[src/rtl/core/bsts_pkg.sv]
// Package with types and constants for the bearing sector target search block.
`default_nettype none
package bsts_pkg;
   localparam int unsigned FULL_TURN    = 23040;
   localparam int unsigned CORDIC_STEPS = 18;
   localparam int unsigned SQRT_STEPS   = 16;

   localparam logic [0:0] REQ_WRITE = 1'b0;
   localparam logic [0:0] REQ_QUERY = 1'b1;

   localparam logic [0:0] CSR_ENTRY_COUNT = 1'b0;
   localparam logic [0:0] CSR_HALF_WINDOW = 1'b1;

   typedef struct packed {
      logic              req_type;
      logic [5:0]        entry_index;
      logic signed [15:0] pos_x;
      logic signed [15:0] pos_y;
      logic signed [15:0] pos_z;
      logic [14:0]       query_angle;
   } req_type_type;

   typedef struct packed {
      logic       match_found;
      logic [5:0] match_index;
   } rsp_type;

   typedef enum logic [3:0] {
      ST_IDLE, ST_READ, ST_LOAD, ST_SQUARE, ST_SQRT, ST_SETUP, ST_CORDIC,
      ST_COMPARE, ST_RESP
   } state_type;

   // Controller to datapath.
   typedef struct packed {
      logic take_item;
      logic write_entry;
      logic read_entry;
      logic load_entry;
      logic square;
      logic sqrt_step;
      logic cordic_setup;
      logic cordic_step;
      logic compare;
      logic next_entry;
      logic set_result;
   } cmd_type;

   // Datapath to controller.
   typedef struct packed {
      logic is_query;
      logic scan_done;
      logic entry_zero;
      logic wide_window;
      logic sqrt_last;
      logic cordic_last;
      logic hit;
   } status_type;

   function automatic logic [21:0] atan_entry(input logic [4:0] i);
      logic [21:0] v;
      case (i)
         5'd0: v = 22'd737280;
         5'd1: v = 22'd435242;
         5'd2: v = 22'd229970;
         5'd3: v = 22'd116736;
         5'd4: v = 22'd58595;
         5'd5: v = 22'd29326;
         5'd6: v = 22'd14667;
         5'd7: v = 22'd7334;
         5'd8: v = 22'd3667;
         5'd9: v = 22'd1833;
         5'd10: v = 22'd917;
         5'd11: v = 22'd458;
         5'd12: v = 22'd229;
         5'd13: v = 22'd115;
         5'd14: v = 22'd57;
         5'd15: v = 22'd29;
         5'd16: v = 22'd14;
         5'd17: v = 22'd7;
         default: v = 22'd0;
      endcase
      return v;
   endfunction
endpackage
`default_nettype wire

[src/rtl/core/bsts_ctrl.sv]
// Controller state machine for the bearing sector target search block.
`default_nettype none
module bsts_ctrl (
   input  wire logic                   clock,
   input  wire logic                   reset,
   input  wire logic                   req_valid,
   output logic                        req_ready,
   output logic                        rsp_valid,
   input  wire logic                   rsp_ready,
   output bsts_pkg::cmd_type           cmd,
   input  wire bsts_pkg::status_type   sts
);
   bsts_pkg::state_type state_ff, state_in;

   always_ff @(posedge clock) begin
      if (reset) begin
         state_ff <= bsts_pkg::ST_IDLE;
      end else begin
         state_ff <= state_in;
      end
   end

   always_comb begin
      state_in = state_ff;
      case (state_ff)
         bsts_pkg::ST_IDLE: begin
            if (req_valid) state_in = bsts_pkg::ST_READ;
         end
         bsts_pkg::ST_READ: begin
            if (!sts.is_query || sts.scan_done) state_in = bsts_pkg::ST_RESP;
            else state_in = bsts_pkg::ST_LOAD;
         end
         bsts_pkg::ST_LOAD: begin
            if (sts.entry_zero) state_in = bsts_pkg::ST_READ;
            else if (sts.wide_window) state_in = bsts_pkg::ST_RESP;
            else state_in = bsts_pkg::ST_SQUARE;
         end
         bsts_pkg::ST_SQUARE: state_in = bsts_pkg::ST_SQRT;
         bsts_pkg::ST_SQRT: begin
            if (sts.sqrt_last) state_in = bsts_pkg::ST_SETUP;
         end
         bsts_pkg::ST_SETUP: state_in = bsts_pkg::ST_CORDIC;
         bsts_pkg::ST_CORDIC: begin
            if (sts.cordic_last) state_in = bsts_pkg::ST_COMPARE;
         end
         bsts_pkg::ST_COMPARE: begin
            if (sts.hit) state_in = bsts_pkg::ST_RESP;
            else state_in = bsts_pkg::ST_READ;
         end
         bsts_pkg::ST_RESP: begin
            if (rsp_ready) state_in = bsts_pkg::ST_IDLE;
         end
         default: state_in = bsts_pkg::ST_IDLE;
      endcase
   end

   always_comb begin
      cmd = '0;
      req_ready = 1'b0;
      rsp_valid = 1'b0;
      case (state_ff)
         bsts_pkg::ST_IDLE: begin
            req_ready = 1'b1;
            cmd.take_item = req_valid;
         end
         bsts_pkg::ST_READ: begin
            cmd.write_entry = !sts.is_query;
            cmd.read_entry = sts.is_query && !sts.scan_done;
         end
         bsts_pkg::ST_LOAD: begin
            cmd.load_entry = 1'b1;
            cmd.next_entry = sts.entry_zero;
            cmd.set_result = !sts.entry_zero && sts.wide_window;
         end
         bsts_pkg::ST_SQUARE: cmd.square = 1'b1;
         bsts_pkg::ST_SQRT: cmd.sqrt_step = 1'b1;
         bsts_pkg::ST_SETUP: cmd.cordic_setup = 1'b1;
         bsts_pkg::ST_CORDIC: cmd.cordic_step = 1'b1;
         bsts_pkg::ST_COMPARE: begin
            cmd.compare = 1'b1;
            cmd.set_result = sts.hit;
            cmd.next_entry = !sts.hit;
         end
         bsts_pkg::ST_RESP: rsp_valid = 1'b1;
         default: ;
      endcase
   end
endmodule
`default_nettype wire

[config.mk]
export PLATFORM = sky130hd
export DESIGN_NAME = bsts_ctrl
export DESIGN_NICKNAME = d
export VERILOG_FILES = /design/src/rtl/core/bsts_pkg.sv /design/src/rtl/core/bsts_ctrl.sv
export SDC_FILE = /design/constraint.sdc
export NUM_CORES = 1
export LEC_CHECK = 0
export BUFFER_PORTS_ARGS = -buffer_cell sky130_fd_sc_hd__buf_2
export CAP_MARGIN = 20
export CORE_AREA = 8 8 45 47
export CTS_BUF_LIST = sky130_fd_sc_hd__clkbuf_8
export DETAILED_ROUTE_END_ITERATION = 6
export DIE_AREA = 0 0 53 55
export GPL_ROUTABILITY_DRIVEN = 0
export SLEW_MARGIN = 5
export SYNTH_ARGS = -nofsm -noshare
export SYNTH_HDL_FRONTEND = slang
export SYNTH_SLANG_ARGS = --single-unit
[constraint.sdc]
create_clock -name clock -period 1.3 [get_ports clock]
set_clock_uncertainty 0.1 [all_clocks]
set_input_delay 0 -clock clock [delete_from_list [all_inputs] [get_ports clock]]
set_output_delay 0 -clock clock [all_outputs]
set_load 0.01 [all_outputs]
# --- After elaboration in Yosys (flattened, before gate mapping) ---
# Index checks and enable logic that the tools add are counted.
word_totals:
  reg_bits: 4
  word_cells: 42
  out_inout_bits: 13
  input_bits: 11
classes:
  eq_ne: 12
  mux: 20
  reduce_logical: 9
op_table:
  columns: ["op", "n"]
  rows:
  - ["case mux 4 bit (9 select lines)", 1]
  - ["two-way mux 4 bit", 8]
  - ["== test 4 x 3 -> 1 bit (second input constant)", 4]
  - ["two-way mux 1 bit", 9]
  - ["== test 4 x 2 -> 1 bit (second input constant)", 2]
  - ["inequality test 2 bit (second input constant)", 4]
  - ["== test 4 x 1 -> 1 bit (second input constant)", 1]
  - ["== test 4 bit (second input constant)", 1]
  - ["zero test 1 bit", 4]
  - ["zero test 4 bit", 1]
  - ["case mux 2 bit (2 select lines)", 1]
  - ["AND reduction 4 bit", 1]
  - ["logical AND 1 bit", 2]
  - ["two-way mux 2 bit", 1]
  - ["logical OR 1 bit", 1]

# --- Longest topological paths before layout ---
logic_depth:
  word_depth: 4
  ltp_mapped: 4
  depth_no_buf: 3

# --- Worst setup path after synthesis ---
# No wires, ideal clock.
synth_path:
  path_type: "register -> register"
  start: "reg state_ff[2]"
  end: "reg state_ff[3]"
  path_buffers: 0
  t_required_ns: 1.142
  arrival_time_ns: 1.388
  stages_incl_launch_ff: 4
  setup_time_ns: 0.058
  synth_period_minus_slack_ns: 1.546
  slack_ns: -0.246
  cell_sequence: "dfxtp_1 -> nor4b_1 -> a32o_2 -> o21ba_1"
synth_via:
  elab_chain_cells: 3
  word_cells_on_any_way: 15
  cone_classes: "eq/ne: 12; mux: 1; reduce/logical: 2"
synth_lines:
  columns: ["item", "line", "rtl"]
  rows:
  - ["start: declaration", "bsts_ctrl.sv:13", "bsts_pkg::state_type state_ff, state_in;"]
  - ["start signal: assignment", "bsts_ctrl.sv:17", "state_ff <= bsts_pkg::ST_IDLE;"]
  - ["start signal: assignment", "bsts_ctrl.sv:19", "state_ff <= state_in;"]
  - ["== test 4 x 3 -> 1 bit, or another cell as far along", "bsts_ctrl.sv:25", "case (state_ff)"]
  - ["inequality test 2 bit (no source line)", null, null]
  - ["AND reduction 4 bit (no source line)", null, null]
# Parallel ways exist; a longest one is shown, timed or not.
# A chain may end at the register's enable or synchronous reset.

# --- Worst setup path in the final report ---
layout_path:
  start: "reg state_ff[1]"
  end: "reg state_ff[1]"
# Same word-level chain as after synthesis.

==> flow_summary.json <==
{
  "cp_top_family": "simple AND/OR/NAND/NOR gates",
  "wl_per_cell_um": 13.42,
  "totalWireLength_mm": 1.329,
  "overflow": 0,
  "comb_power_share": 0.404,
  "swShare": 0.3058,
  "routed_via_density": 4.818,
  "antenna_left": 0,
  "finalSetupViolCount": 8,
  "synth_cells": 51,
  "port_buffers": 23,
  "clockRootBuffer": "clkbuf_8",
  "grt_max_degree": 9,
  "drc_errors": 0,
  "diodes": 0,
  "vias": 477,
  "setup-tns-final_ps": -835.4,
  "ys_types": 27,
  "ys_ff_latch": 4,
  "intPower_uw": 488.5,
  "yosysWarnings": 0,
  "num-fill-cells": 130,
  "cts.path.max_buffers": 2,
  "p_leak_nw": 0.3556,
  "synth_xor_area_frac": 0.02222,
  "insertion_delay_ps": 220,
  "path_buf_inv": 1,
  "synth_top_family_by_area": "simple AND/OR/NAND/NOR gates",
  "rows": 14,
  "cp_slowest_stage_delay_ps": 580,
  "fmax_ghz": 0.6816,
  "ir_drop_mv": 0.6113,
  "crit_path_end_kind": "flop",
  "power.switching_uw": 215.2,
  "crit_fanout": 4,
  "grt_antenna_before_repair": 0,
  "netlist_area_sq_um": 394.1,
  "cts_buffers": 3,
  "synth_top_cell_by_area": "dfxtp_1",
  "grt_usage": 0.08907,
  "cp-start-kind": "flop",
  "muxShareOfSynthArea": 0,
  "synth_most_common_cell": "nor2_1",
  "min_period_ps": 1467,
  "drt-initial-drc-count": 5,
  "p_per_area_nw_per_um2": 968.1,
  "grt_pass1_vias": 473,
  "finalHoldViolations": 0,
  "async_flop_share": 0,
  "area_growth_pct": 84.44,
  "initial_core_util": 0.2848,
  "hold_class": "input pin to flop",
  "clk_pin_slew_ps": 30,
  "max_slew.worst_pin.slew_ps": 261.2,
  "first_pass_iters": 4,
  "cts_tree": "yes",
  "slowest_stage": "or4b_4",
  "die_h_um": 55,
  "largest_register": "state_ff",
  "drv_cap": 0,
  "rsz0062_at_grt": "true",
  "yosysSeqAreaShare": 0.2032,
  "synthSimpleGateAreaFrac": 0.4444,
  "reg_top3": "state_ff x4",
  "status": "finished with violations",
  "core_sq_um": 1384,
  "p_seq_frac": 0.212,
  "setup_ws_ps": -167.0,
  "worst_ep_arrival_time_ps": 1530,
  "die_x_um": 53,
  "layout-drive-gt1-share": 0.6265,
  "htreeDepth": 1,
  "critical_path.cell_chain": "or4b_4, buf_4, nor3_2, a21o_1",
  "cts.sinks": 4,
  "largest_register_ff_count": 4,
  "critPathRequiredTime_ps": 1360,
  "io_pins": 24,
  "synthTopCellsByCount": "nor2_1, nand2b_1, dfxtp_1, nand2_1",
  "syn_nets": 62,
  "finalNetCount": 96,
  "violations": "negative setup slack",
  "synth_edf_count": 0,
  "holdWs_ps": 25.17,
  "synth_top_area_frac": 0.2032,
  "worstSetupPathType": "flop to flop",
  "hpwlAfterDp_um": 964.4,
  "grt_pass1_wl_mm": 1.918,
  "final_max_slew_viol_count": 0,
  "maxSlewHeadroom": 0.8251,
  "p_clk_frac": 0.385,
  "synthTopCellsByArea": "dfxtp_1, nand2b_1, buf_6",
  "synth_area_per_cell_sq_um": 7.728,
  "synth-compound-area-share": 0.2190,
  "fin_crit_sh": 1.128,
  "die_area_sq_um": 2915,
  "yosys_most_used_dff": "dfxtp_1",
  "synth-adder-area-share": 0
}
## worst min-delay path, stage by stage
cell      delay, ps
buf_2            80
nand2b_1        120
a221oi_1         80
## what timing repair did
action | CTS | global route
pin swaps | 3 | 2
resized for setup | 10 | 9
hold buffers | 1 | 0
endpoints found under the hold margin | 2 | 0
endpoints found under the setup margin | 11 | 14
buffers inserted | 3 | 0
## through the flow
step / worst slack (ps) / instance area (sq um) / power, mW / instances / utilization
6_report: -167.0 / 726.9 / 0.7037 / 99 / 0.5253
5_1_grt: -227.3 / 726.9 / 0.7404 / 99 / 0.5253
4_1_cts: -143.7 / 691.9 / 0.6831 / 99 / 0.5000
3_5_place_dp: -19.39 / 555.5 / 0.3388 / 92 / 0.4014
3_3_place_gp: 19.19 / 555.5 / 0.3382 / 92 / 0.4014
2_1_floorplan: -66.72 / 410.4 / 0.2667 / 51 / -
## kinds of logic after synthesis
logic type,count (synthesis)
buf+inv,7
xor+xnor,1
simple gates,29
flops,4
compound gates,10
## power by group through the flow
stage                     sequential [mW]  clock [mW]  combinational, mW
after floorplan                     0.143           0              0.124
after global placement              0.146           0              0.193
after detailed placement            0.146           0              0.193
after CTS                           0.148       0.271              0.264
after global routing                0.150       0.282              0.309
final                               0.149       0.271              0.284
## metal layers
metal,GRT usage,wire length (um),share of wire
met5,0,0,0
met4,0.05172,21,0.016
met3,0.02406,85,0.064
met2,0.1680,684,0.51
met1,0.08511,537,0.40
## area by class of cell
class                           instances  area [sq um]  share of cell area
Sequential cell                         4         83.83              0.1153
Timing Repair Buffer                   33         229.0              0.3150
Clock buffer                            3         41.29             0.05680
Tap cell                               16         20.02             0.02754
Inverter                                3         11.26             0.01549
Multi-Input combinational cell         40         341.6              0.4699
## cell usage in the layout (no fill, tap or decap), types with 2 or more instances in the layout
cell / count
buf_2: 21
buf_4: 5
buf_6: 5
clkbuf_8: 3
dfxtp_2: 3
inv_1: 3
nand2_1: 4
nand2b_1: 4
nor2_1: 3
nor2_2: 2
nor3_1: 2
nor3_2: 2
nor4b_4: 2
or2b_1: 2
## path summary, 6_finish.rpt
path / from / endpoint / slack [ps] / cells after the start
worst max-delay path: state_ff[1] / state_ff[1] / -170 / 4
worst min-delay path: sts[0] / state_ff[0] / 30 / 3
worst max register to register: state_ff[1] / state_ff[1] / -170 / 4
worst min register to register: state_ff[3] / state_ff[0] / 530 / 3
Note: power is estimated with default switching activity, not from simulation.
